<file path="src/rtl/ftsm_pkg.sv">
// shared types and constants of the file table scan matcher
// used by ftsm_cell and file_table_scan_matcher_unit, no dependencies
package ftsm_pkg;

  localparam int unsigned MaxKeysDef        = 16;
  localparam int unsigned EntriesPerPageDef = 64;

  typedef enum logic [1:0] {
    ACT_ADD   = 2'd0,
    ACT_ENTRY = 2'd1,
    ACT_CLEAR = 2'd2
  } action_e;

  // command broadcast from the controller to every cell
  typedef struct packed {
    logic        add_en;
    logic        clear;
    logic        match;
    logic        finish;
    logic        shift;
    logic [7:0]  mode;
    logic [7:0]  index;
    logic [15:0] size;
    logic [15:0] usage;
    logic [31:0] run_offset;
    logic [7:0]  pages;
  } cell_cmd_t;

  // one slot report, moved cell to cell toward the output
  typedef struct packed {
    logic        found;
    logic [31:0] offset;
    logic [15:0] size;
    logic [15:0] usage;
  } report_t;

endpackage

</file>
<file path="src/rtl/file_table_scan_matcher_unit.sv">
// top level of the file table scan matcher: controller, scan counters, cell chain
// depends on ftsm_pkg and ftsm_cell
//
// The unit keeps a table of up to MAX_KEYS wanted (mode, index) keys, one per
// cell of a chain. Add-key transfers fill the slots in order (ignored once the
// table is full), a clear transfer empties them. Each file table entry of
// nonzero type is offered to all cells in the same cycle; a claim signal runs
// down the chain so the lowest valid, unfound, equal slot takes it and records
// the running offset, size and last-block usage. A new key, clear or entry can
// be taken every cycle while no reports are draining. A type-zero entry closes
// the scan: every key found in this scan gets the pages scanned added to its
// offset, each cell loads its report stage, and MAX_KEYS reports then shift
// out of cell 0 one per cycle while the output is not stalled. While reports
// are draining the input is stalled. Key slots found in an earlier scan are
// still reported as found but are not matched or offset again.
module file_table_scan_matcher_unit #(
  parameter int unsigned MAX_KEYS         = ftsm_pkg::MaxKeysDef,
  parameter int unsigned ENTRIES_PER_PAGE = ftsm_pkg::EntriesPerPageDef
) (
  input  logic        clk_i,
  input  logic        rst_ni,
  // input channel
  input  logic        in_valid_i,
  output logic        in_stall_o,
  input  logic [1:0]  action_i,
  input  logic [7:0]  mode_i,
  input  logic [7:0]  index_i,
  input  logic [3:0]  entry_type_i,
  input  logic [15:0] entry_size_i,
  input  logic [15:0] entry_last_usage_i,
  // report channel
  output logic        out_valid_o,
  input  logic        out_stall_i,
  output logic [3:0]  slot_o,
  output logic        found_o,
  output logic [31:0] file_offset_o,
  output logic [15:0] file_size_o,
  output logic [15:0] last_usage_o,
  output logic        last_of_run_o
);

  localparam int unsigned CntW  = $clog2(MAX_KEYS + 1);
  localparam int unsigned SlotW = (MAX_KEYS > 1) ? $clog2(MAX_KEYS) : 1;
  localparam int unsigned PageW = $clog2(ENTRIES_PER_PAGE + 1);

  // scan and table counters
  logic [CntW-1:0]  key_count_q, key_count_d;
  logic [31:0]      run_offset_q, run_offset_d;
  logic [PageW-1:0] in_page_q, in_page_d, in_page_inc;
  logic [7:0]       page_count_q, page_count_d;

  // report drain
  logic             drain_q, drain_d;
  logic [SlotW-1:0] rep_cnt_q, rep_cnt_d;

  logic in_xfer, out_xfer, last_rep;
  logic is_entry, is_end;
  ftsm_pkg::action_e action;
  ftsm_pkg::cell_cmd_t cmd;

  logic [MAX_KEYS:0]   claim;
  logic [MAX_KEYS-1:0] take;
  ftsm_pkg::report_t   rep [MAX_KEYS+1];

  assign action    = ftsm_pkg::action_e'(action_i);
  assign in_stall_o = drain_q;
  assign in_xfer   = in_valid_i && !in_stall_o;
  assign out_valid_o = drain_q;
  assign out_xfer  = out_valid_o && !out_stall_i;
  assign last_rep  = (rep_cnt_q == SlotW'(MAX_KEYS - 1));

  assign is_entry  = in_xfer && (action == ftsm_pkg::ACT_ENTRY) && (entry_type_i != 4'd0);
  assign is_end    = in_xfer && (action == ftsm_pkg::ACT_ENTRY) && (entry_type_i == 4'd0);
  assign in_page_inc = in_page_q + PageW'(1);

  // broadcast to the cells
  always_comb begin
    cmd.add_en     = in_xfer && (action == ftsm_pkg::ACT_ADD) &&
                     (key_count_q != CntW'(MAX_KEYS));
    cmd.clear      = in_xfer && (action == ftsm_pkg::ACT_CLEAR);
    cmd.match      = is_entry;
    cmd.finish     = is_end;
    cmd.shift      = out_xfer;
    cmd.mode       = mode_i;
    cmd.index      = index_i;
    cmd.size       = entry_size_i;
    cmd.usage      = entry_last_usage_i;
    cmd.run_offset = run_offset_q;
    cmd.pages      = page_count_q + 8'd1;  // the page holding the end mark counts too
  end

  always_comb begin
    key_count_d  = key_count_q;
    run_offset_d = run_offset_q;
    in_page_d    = in_page_q;
    page_count_d = page_count_q;
    drain_d      = drain_q;
    rep_cnt_d    = rep_cnt_q;
    if (cmd.clear) begin
      key_count_d = '0;
    end else if (cmd.add_en) begin
      key_count_d = key_count_q + CntW'(1);
    end
    if (is_entry) begin
      run_offset_d = run_offset_q + 32'(entry_size_i);
      if (in_page_inc == PageW'(ENTRIES_PER_PAGE)) begin
        in_page_d    = '0;
        page_count_d = page_count_q + 8'd1;
      end else begin
        in_page_d = in_page_inc;
      end
    end else if (is_end) begin
      run_offset_d = '0;
      in_page_d    = '0;
      page_count_d = '0;
      drain_d      = 1'b1;
      rep_cnt_d    = '0;
    end
    if (out_xfer) begin
      rep_cnt_d = rep_cnt_q + SlotW'(1);
      if (last_rep) begin
        drain_d = 1'b0;
      end
    end
  end

  always_ff @(posedge clk_i or negedge rst_ni) begin
    if (!rst_ni) begin
      key_count_q  <= '0;
      run_offset_q <= '0;
      in_page_q    <= '0;
      page_count_q <= '0;
      drain_q      <= 1'b0;
      rep_cnt_q    <= '0;
    end else begin
      key_count_q  <= key_count_d;
      run_offset_q <= run_offset_d;
      in_page_q    <= in_page_d;
      page_count_q <= page_count_d;
      drain_q      <= drain_d;
      rep_cnt_q    <= rep_cnt_d;
    end
  end

  // cell chain: claim ripples toward higher slots, reports shift toward slot 0
  assign claim[0]      = 1'b0;
  assign rep[MAX_KEYS] = '0;

  for (genvar i = 0; i < MAX_KEYS; i++) begin : g_cell
    ftsm_cell #(
      .Idx (i),
      .CntW(CntW)
    ) u_cell (
      .clk_i      (clk_i),
      .rst_ni     (rst_ni),
      .cmd_i      (cmd),
      .key_count_i(key_count_q),
      .claim_i    (claim[i]),
      .claim_o    (claim[i+1]),
      .take_o     (take[i]),
      .rep_next_i (rep[i+1]),
      .rep_o      (rep[i])
    );
  end

  // report port reads the head of the chain
  assign slot_o        = 4'(rep_cnt_q);
  assign found_o       = rep[0].found;
  assign file_offset_o = rep[0].offset;
  assign file_size_o   = rep[0].size;
  assign last_usage_o  = rep[0].usage;
  assign last_of_run_o = last_rep;

  // at most one slot takes an entry
  a_one_take: assert property (@(posedge clk_i) disable iff (!rst_ni)
    $onehot0(take))
    else $error("more than one slot took the same entry");

  // key table never overfills
  a_count_bound: assert property (@(posedge clk_i) disable iff (!rst_ni)
    key_count_q <= CntW'(MAX_KEYS))
    else $error("key count beyond table size");

  // an end mark starts a fresh report run with slot zero
  a_run_start: assert property (@(posedge clk_i) disable iff (!rst_ni)
    is_end |=> out_valid_o && rep_cnt_q == '0 && run_offset_q == '0)
    else $error("report run did not start cleanly");

  // the final report closes the run
  a_run_end: assert property (@(posedge clk_i) disable iff (!rst_ni)
    (out_xfer && last_of_run_o) |=> !out_valid_o)
    else $error("reports continue after the last of the run");

endmodule

</file>
<file path="src/rtl/ftsm_cell.sv">
// one key slot of the matcher chain: key, match record and report stage
// depends on ftsm_pkg
module ftsm_cell #(
  parameter int unsigned Idx  = 0,
  parameter int unsigned CntW = 5
) (
  input  logic                clk_i,
  input  logic                rst_ni,
  input  ftsm_pkg::cell_cmd_t cmd_i,
  input  logic [CntW-1:0]     key_count_i,
  input  logic                claim_i,
  output logic                claim_o,
  output logic                take_o,
  input  ftsm_pkg::report_t   rep_next_i,
  output ftsm_pkg::report_t   rep_o
);

  logic        valid_q, found_q, new_q;
  logic [7:0]  mode_q, index_q;
  logic [31:0] offset_q;
  logic [15:0] size_q, usage_q;
  ftsm_pkg::report_t rep_q;

  logic        hit;
  logic        done;
  logic [31:0] offset_fin;

  assign hit     = cmd_i.match && valid_q && !found_q &&
                   (mode_q == cmd_i.mode) && (index_q == cmd_i.index);
  assign claim_o = claim_i || hit;
  assign take_o  = hit && !claim_i;
  assign done    = valid_q && found_q;
  assign offset_fin = (done && new_q) ? offset_q + 32'(cmd_i.pages) : offset_q;
  assign rep_o   = rep_q;

  always_ff @(posedge clk_i or negedge rst_ni) begin
    if (!rst_ni) begin
      valid_q <= 1'b0;
      found_q <= 1'b0;
      new_q   <= 1'b0;
    end else if (cmd_i.clear) begin
      valid_q <= 1'b0;
      found_q <= 1'b0;
      new_q   <= 1'b0;
    end else if (cmd_i.add_en && key_count_i == CntW'(Idx)) begin
      valid_q <= 1'b1;
      found_q <= 1'b0;
      new_q   <= 1'b0;
    end else if (take_o) begin
      found_q <= 1'b1;
      new_q   <= 1'b1;
    end else if (cmd_i.finish) begin
      new_q   <= 1'b0;
    end
  end

  always_ff @(posedge clk_i) begin
    if (cmd_i.add_en && key_count_i == CntW'(Idx)) begin
      mode_q  <= cmd_i.mode;
      index_q <= cmd_i.index;
    end
    if (take_o) begin
      offset_q <= cmd_i.run_offset;
      size_q   <= cmd_i.size;
      usage_q  <= cmd_i.usage;
    end else if (cmd_i.finish) begin
      offset_q <= offset_fin;
    end
    if (cmd_i.finish) begin
      rep_q.found  <= done;
      rep_q.offset <= done ? offset_fin : 32'd0;
      rep_q.size   <= done ? size_q : 16'd0;
      rep_q.usage  <= done ? usage_q : 16'd0;
    end else if (cmd_i.shift) begin
      rep_q <= rep_next_i;
    end
  end

endmodule
</file>
<file path="config.mk">
export PLATFORM = sky130hd
export DESIGN_NAME = file_table_scan_matcher_unit
export DESIGN_NICKNAME = d
export VERILOG_FILES = /design/src/rtl/ftsm_pkg.sv /design/src/rtl/file_table_scan_matcher_unit.sv /design/src/rtl/ftsm_cell.sv
export SDC_FILE = /design/constraint.sdc
export NUM_CORES = 2
export LEC_CHECK = 0
export ABC_AREA = 1
export BUFFER_PORTS_ARGS = -buffer_cell sky130_fd_sc_hd__buf_4
export CORE_UTILIZATION = 40
export CTS_BUF_LIST = sky130_fd_sc_hd__clkbuf_2 sky130_fd_sc_hd__clkbuf_4 sky130_fd_sc_hd__clkbuf_8
export DETAILED_ROUTE_END_ITERATION = 16
export PLACE_DENSITY_LB_ADDON = 0.12
export SYNTH_ARGS = -nofsm -noshare
export SYNTH_HDL_FRONTEND = slang
export SYNTH_SLANG_ARGS = --single-unit
</file>
<file path="constraint.sdc">
create_clock -name clk_i -period 89 [get_ports clk_i]
set_input_delay 8.9 -clock clk_i [delete_from_list [all_inputs] [get_ports clk_i]]
set_output_delay 8.9 -clock clk_i [all_outputs]
set_load 0.01 [all_outputs]
</file>
## Yosys cells after proc, flatten, opt, wreduce, memory -nomap -nowiden

Index checks and enable logic that the tools add are counted.
Widths: inputs -> output; s select.

| storage, ports and cells | value |
|---|---|
| register bits after elaboration | 2425 |
| word-level logic and storage cells | 802 |

| cells by class | value |
|---|---|
| add/subtract/negate cells | 21 |
| equality and inequality tests | 54 |
| multiplexer cells | 274 |
| reduce and logical (&&, ||, !) cells | 255 |

Operators by type and width:

| cell | count |
|---|---|
| $mux 32 | 66 |
| $mux 65 | 32 |
| $add 32x8->32 | 16 |
| $mux 16 | 32 |
| $eq 8x8->1 | 32 |
| $logic_and 1x1->1 | 135 |
| $mux 1 | 133 |
| $reduce_bool 2->1 | 35 |
| $reduce_bool 4->1 | 17 |
| $reduce_bool 3->1 | 16 |
| $eq 5x4->1 const B | 8 |
| $logic_not 1->1 | 33 |
| $add 32x16->32 | 1 |
| $mux 8 | 3 |
| $mux 7 | 3 |
| $eq 5x3->1 const B | 4 |
| $logic_or 1x1->1 | 14 |
| $mux 4 | 3 |
| $eq 5x2->1 const B | 2 |
| $mux 5 | 2 |
| $add 8x1->8 const B | 1 |
| $add 7x1->7 const B | 1 |
| $eq 7x7->1 const B | 1 |
| $add 5x1->5 const B | 1 |
| other kinds (12) | 13 |

## Longest topological paths before layout

| logic depth | value |
|---|---|
| word-level depth | 27 |
| depth in mapped cells | 22 |

## Hierarchy

From an unflattened synthesis, not the netlist that was laid out.

| second synthesis, totals | value |
|---|---|
| cells, all modules | 13667 |
| area total of the unflattened synthesis | 124241.7 um^2 |

Modules (own cells, without submodules):

| module | times used | cells each | area an instance (um^2) | seq. area each (um^2) |
|---|---|---|---|---|
| ftsm_cell (g_cell[5].u_cell ...) | 3 | 832 | 7524.7 | 4429.2 |
| ftsm_cell (g_cell[1].u_cell ...) | 2 | 811 | 7537.2 | 4429.2 |
| ftsm_cell (g_cell[4].u_cell ...) | 2 | 808 | 7527.2 | 4429.2 |
| ftsm_cell (g_cell[10].u_cell ...) | 2 | 807 | 7477.2 | 4429.2 |
| ftsm_cell (g_cell[13].u_cell ...) | 2 | 803 | 7452.1 | 4429.2 |
| ftsm_cell (g_cell[7].u_cell) | 1 | 819 | 7542.2 | 4429.2 |
| ftsm_cell (g_cell[3].u_cell) | 1 | 831 | 7522.2 | 4429.2 |
| ftsm_cell (g_cell[15].u_cell) | 1 | 817 | 7514.7 | 4429.2 |
| ftsm_cell (g_cell[0].u_cell) | 1 | 806 | 7494.7 | 4429.2 |
| ftsm_cell (g_cell[11].u_cell) | 1 | 800 | 7442.1 | 4429.2 |
| file_table_scan_matcher_unit | 1 | 640 | 4164.0 | 1426.4 |

## Least setup slack after synthesis

No wires, ideal clock.

| path | value |
|---|---|
| path type | input to register |
| start point | in out_stall_i |
| end point | reg rep_cnt_q[1] (netlist: slot_o[1]) |
| arrival time | 82801 ps |
| data required time | 85974 ps |
| setup slack | 3173 ps |
| cell stages on the path | 2 |
| cell sequence | o21ai_0 o21ai_0 |

| on the way | value |
|---|---|
| longest elaborated chain between the ends | 4 |

RTL lines:

| item | RTL line | source |
|---|---|---|
| start: declaration | file_table_scan_matcher_unit.sv:33 | `input logic out_stall_i,` |
| $logic_not 1->1 * | file_table_scan_matcher_unit.sv:69 | `assign out_xfer = out_valid_o && !out_stall_i;` |
| $logic_and 1x1->1 * | file_table_scan_matcher_unit.sv:69 |  |
| $ne 2x2->1 (no line) or $reduce_bool 2->1 (tied branches) | -- |  |
| $reduce_and 2->1 (no line) | -- |  |
| end signal: assignment | file_table_scan_matcher_unit.sv:141 | `rep_cnt_q <= rep_cnt_d;` |
| end: declaration | file_table_scan_matcher_unit.sv:54 | `logic [SlotW-1:0] rep_cnt_q, rep_cnt_d;` |

Mark *: on every way between the ends. The rest lies on a longest branch, timed or not.
A chain may end at the register's enable or synchronous reset.

## Worst setup path after layout

| path | value |
|---|---|
| start point | in in_valid_i |
| end point | reg g_cell[2].u_cell.rep_q (netlist bit g_cell[2].u_cell.rep_o[4]) (enable) |

| on the way | value |
|---|---|
| longest elaborated chain between the ends | 4 |

RTL lines:

| item | RTL line | source |
|---|---|---|
| start: declaration | file_table_scan_matcher_unit.sv:23 | `input logic in_valid_i,` |
| $logic_and 1x1->1 | file_table_scan_matcher_unit.sv:67 | `assign in_xfer = in_valid_i && !in_stall_o;` |
| $logic_and 1x1->1 (2 in a row) | file_table_scan_matcher_unit.sv:73 | `assign is_end = in_xfer && (action == ftsm_pkg::ACT_ENTRY) && (entry_type_i == 4'd0);` |
| $reduce_bool 2->1 (no line) | -- |  |
| end signal: assignment | ftsm_cell.sv:75 | `rep_q <= rep_next_i;` |
| end: declaration | ftsm_cell.sv:22 | `ftsm_pkg::report_t rep_q;` |

Every way passes these cells.

==> metrics.txt <==
status=complete, no violations; top cell type's share of synthesized area=62.60%; Horiz. Die Dim=529.5 um; Pre-antenna DRT Iters=8; Final Critical Period=13.73 ns; final setup skew=0.1132 ns; # hold bufs at CTS=0; Non-Filler Instances=14.08k; Synthesized Nets=10.01k; Layout Utilization=45.08%; Pwr Density=23.84 nW/um2; Worst VDD drop=14.94 uV; Post-Place Cells=13.32k; register area share after synthesis=64.96%; initial antenna violation count=34; setup violators final=0; Rows=193; DP HPWL=230500 um; Leakage=0.04774 uW; Routed Wire Length=355900 um; Filler cells=25.72k; Via Count=76.35k; gpl congestion=0.8920; post-CTS sizing=0; dpl ws=74.10 ns; vias in the first global route=75.24k; final antenna-violating net count=0; Die Area=280300 um2; Critical Path Stages=12; Final WS setup=75.27 ns; DR DRC count=0; Max Cap Viol=0; multi-input logic area=34430 um2; sequential cell area=72300 um2; fraction of synthesis flops using an asynchronous set or reset pin=4.330%; synthesized area per cell=11.38 um2; CTS clk-pin slew, worst paths=0.06 ns; ranking of synthesized cells by area=edfxtp_1 (63%), nand2_1 (7.9%), a22o_1 (5.3%); Synthesis Warnings=0; CP max FO=171; post-CTS setup buffer count=0; final hold violations=0; htree depth=5; vias per cell=5.422; critical path arrival=14.41 ns; Crit Path Class=primary input to flip-flop; Worst Max-Slew Pin Slew=1.420 ns; Gate Count Post-Synth=9778; RSZ-0062 raised after global routing=false; flop-to-flop setup slack=82.57 ns; hold crit path type=flip-flop to flip-flop; area grow syn2layout=11.99%; TritonCTS clock tree=built; Synth Cell Area=111300 um2; worst r2r dst=g_cell[2].u_cell.rep_o[4]$_DFFE_PP_; Critical Path, Cell by Cell=buf_4 > nand2_1 > inv_2 > nand2_4 > nor2_1 > inv_8 > o21ai_4 > buf_4 > buf_12 > buf_4 > buf_12 > buf_4; Tcrit/Tclk final=15.43%; Crit path top cell by count=buf_4; TNS Setup=0 ns; drt initial violations=7478; Clock Path Buffers=4; Pins Over Slew Limit=0; I/O Pins=130; largest area contributor in the netlist=edfxtp_1; # port buffers=129; Synth Flop Type=edfxtp_1; share of cells above drive strength 1=10.62%; clock tree sinks=2425; CTS buffer count=419; GRT Total Usage=25.07%; most common cell after layout, fill and taps aside=nand2_1; Top delay family on crit path=buffers and inverters; Starting Density=40.25%; startpoint types=primary input; clock root buffer=clkbuf_8; Req. time, crit path=89.68 ns; Die Y=529.5 um; number of enable flip-flop cells after synthesis=2320; most frequent cells in the layout=nand2_1 (2338), edfxtp_1 (2320), inv_1 (719); WHS=0.4562 ns; cell with the largest stage delay on the worst path=buf_4; grt total ovfl=0; max_slew headroom=5.223%; routed length per placed instance=25.28 um; Largest stage delay, worst path=0.92 ns; largest net degree at the start of global routing=172; R2R depth=12; Distinct cells, synth=70; WP buf/inv=8; Worst-Skew Late Latency=1.10 ns; core area=276500 um2; #FFs+latches synth=2425; worst r2r src=in_stall_o$_DFF_PN0_; first-pass GRT wire length=515900 um; layout net count=10.26k; Setup crit start=in_valid_i; crit path capture=g_cell[2].u_cell.rep_o[4]$_DFFE_PP_; Worst Setup End Kind=flip-flop; Fmax=72.82 MHz
[cells in the mapped netlist, types with 25 or more instances]
cell	n
ha_1	152
nor3_1	186
nor4_1	86
edfxtp_1	2320
buf_1	27
xor2_1	358
nor2_1	452
buf_2	64
inv_2	25
a21oi_1	172
o21ai_1	125
a22o_1	668
inv_1	743
or2_2	43
nand3_1	240
nand2_1	2342
clkbuf_1	323
nand4_1	196
xnor2_1	161
dfrtp_1	105
o22ai_1	42
o21ai_0	712
[through the flow]
step	total power, uW	area, um2
2_1_floorplan	2095	111300
3_3_place_gp	1978	116400
3_5_place_dp	1984	116400
4_1_cts	2999	124600
5_1_grt	3080	124600
6_report	2971	124600
[cells by family (layout without fill, tap and decap cells)]
kind of cell / count (synthesis) / in the layout / synth area share (%)
mux: 7 / 7 / 0.06296
simple gates: 3621 / 3621 / 13.82
flops: 2425 / 2425 / 64.96
other cells: 0 / 11 / 0
compound gates: 1818 / 1818 / 10.74
xor+xnor: 519 / 519 / 4.084
buf+inv: 1219 / 1806 / 4.321
fa+ha+maj: 169 / 169 / 2.015
[state kept, by name, summed over array words and instances, names as in the netlist, 32 cells and up]
signal,flops
g_cell.u_cell.rep_o,1040
g_cell.u_cell.offset_q,512
g_cell.u_cell.size_q,256
g_cell.u_cell.usage_q,256
g_cell.u_cell.index_q,128
g_cell.u_cell.mode_q,128
run_offset_q,32
[layout make-up]
| type | count | area share, % |
|---|---|---|
| Clock inverter | 168 | 0.8302 |
| Tap cell | 3705 | 3.719 |
| Multi-Input combinational cell | 6134 | 27.63 |
| Timing Repair Buffer | 279 | 1.724 |
| Clock buffer | 586 | 5.733 |
| Sequential cell | 2425 | 58.01 |
| Antenna cell | 11 | 0.02209 |
| Inverter | 773 | 2.334 |
[worst reg2reg max path: cells and delay by family, from the launching register on]
family	cells	cell delay [ns]
buf+inv	8	4.51
simple gates	3	0.98
flops	1	0.41
compound gates	1	0.14
[per-layer routing]
metal | GRT usage [%] | share of wire [%] | routed length [um]
met4 | 10.13 | 4.0 | 14220
met5 | 0 | 0 | 0
met3 | 3.161 | 6.5 | 23060
met2 | 39.55 | 45 | 161900
met1 | 34.96 | 44 | 156800
[report_power, final]
part	leakage [uW]	switching, uW	internal, uW
clock	0.00434	472	538
combinational	0.0214	342	136
sequential	0.0220	67.4	1420
total	0.0477	882	2090
[how the worst min path moves through the flow]
| stage | start | endpoint | slack, ns | depth (start not counted) |
|---|---|---|---|---|
| CTS | g_cell[11].u_cell.usage_q[0]$_DFFE_PP_ | g_cell[11].u_cell.rep_o[0]$_DFFE_PP_ | 0.44 | 1 |
| finish | g_cell[11].u_cell.usage_q[8]$_DFFE_PP_ | g_cell[11].u_cell.rep_o[8]$_DFFE_PP_ | 0.46 | 1 |
| detailed placement | in_page_q[6]$_DFFE_PN0P_ | in_page_q[6]$_DFFE_PN0P_ | 0.49 | 2 |
| global route | g_cell[11].u_cell.usage_q[0]$_DFFE_PP_ | g_cell[11].u_cell.rep_o[0]$_DFFE_PP_ | 0.44 | 1 |
| global placement | in_page_q[6]$_DFFE_PN0P_ | in_page_q[6]$_DFFE_PN0P_ | 0.50 | 2 |
| floorplan | in_page_q[6]$_DFFE_PN0P_ | in_page_q[6]$_DFFE_PN0P_ | 0.47 | 2 |
Note: power is estimated with default switching activity, not from simulation.
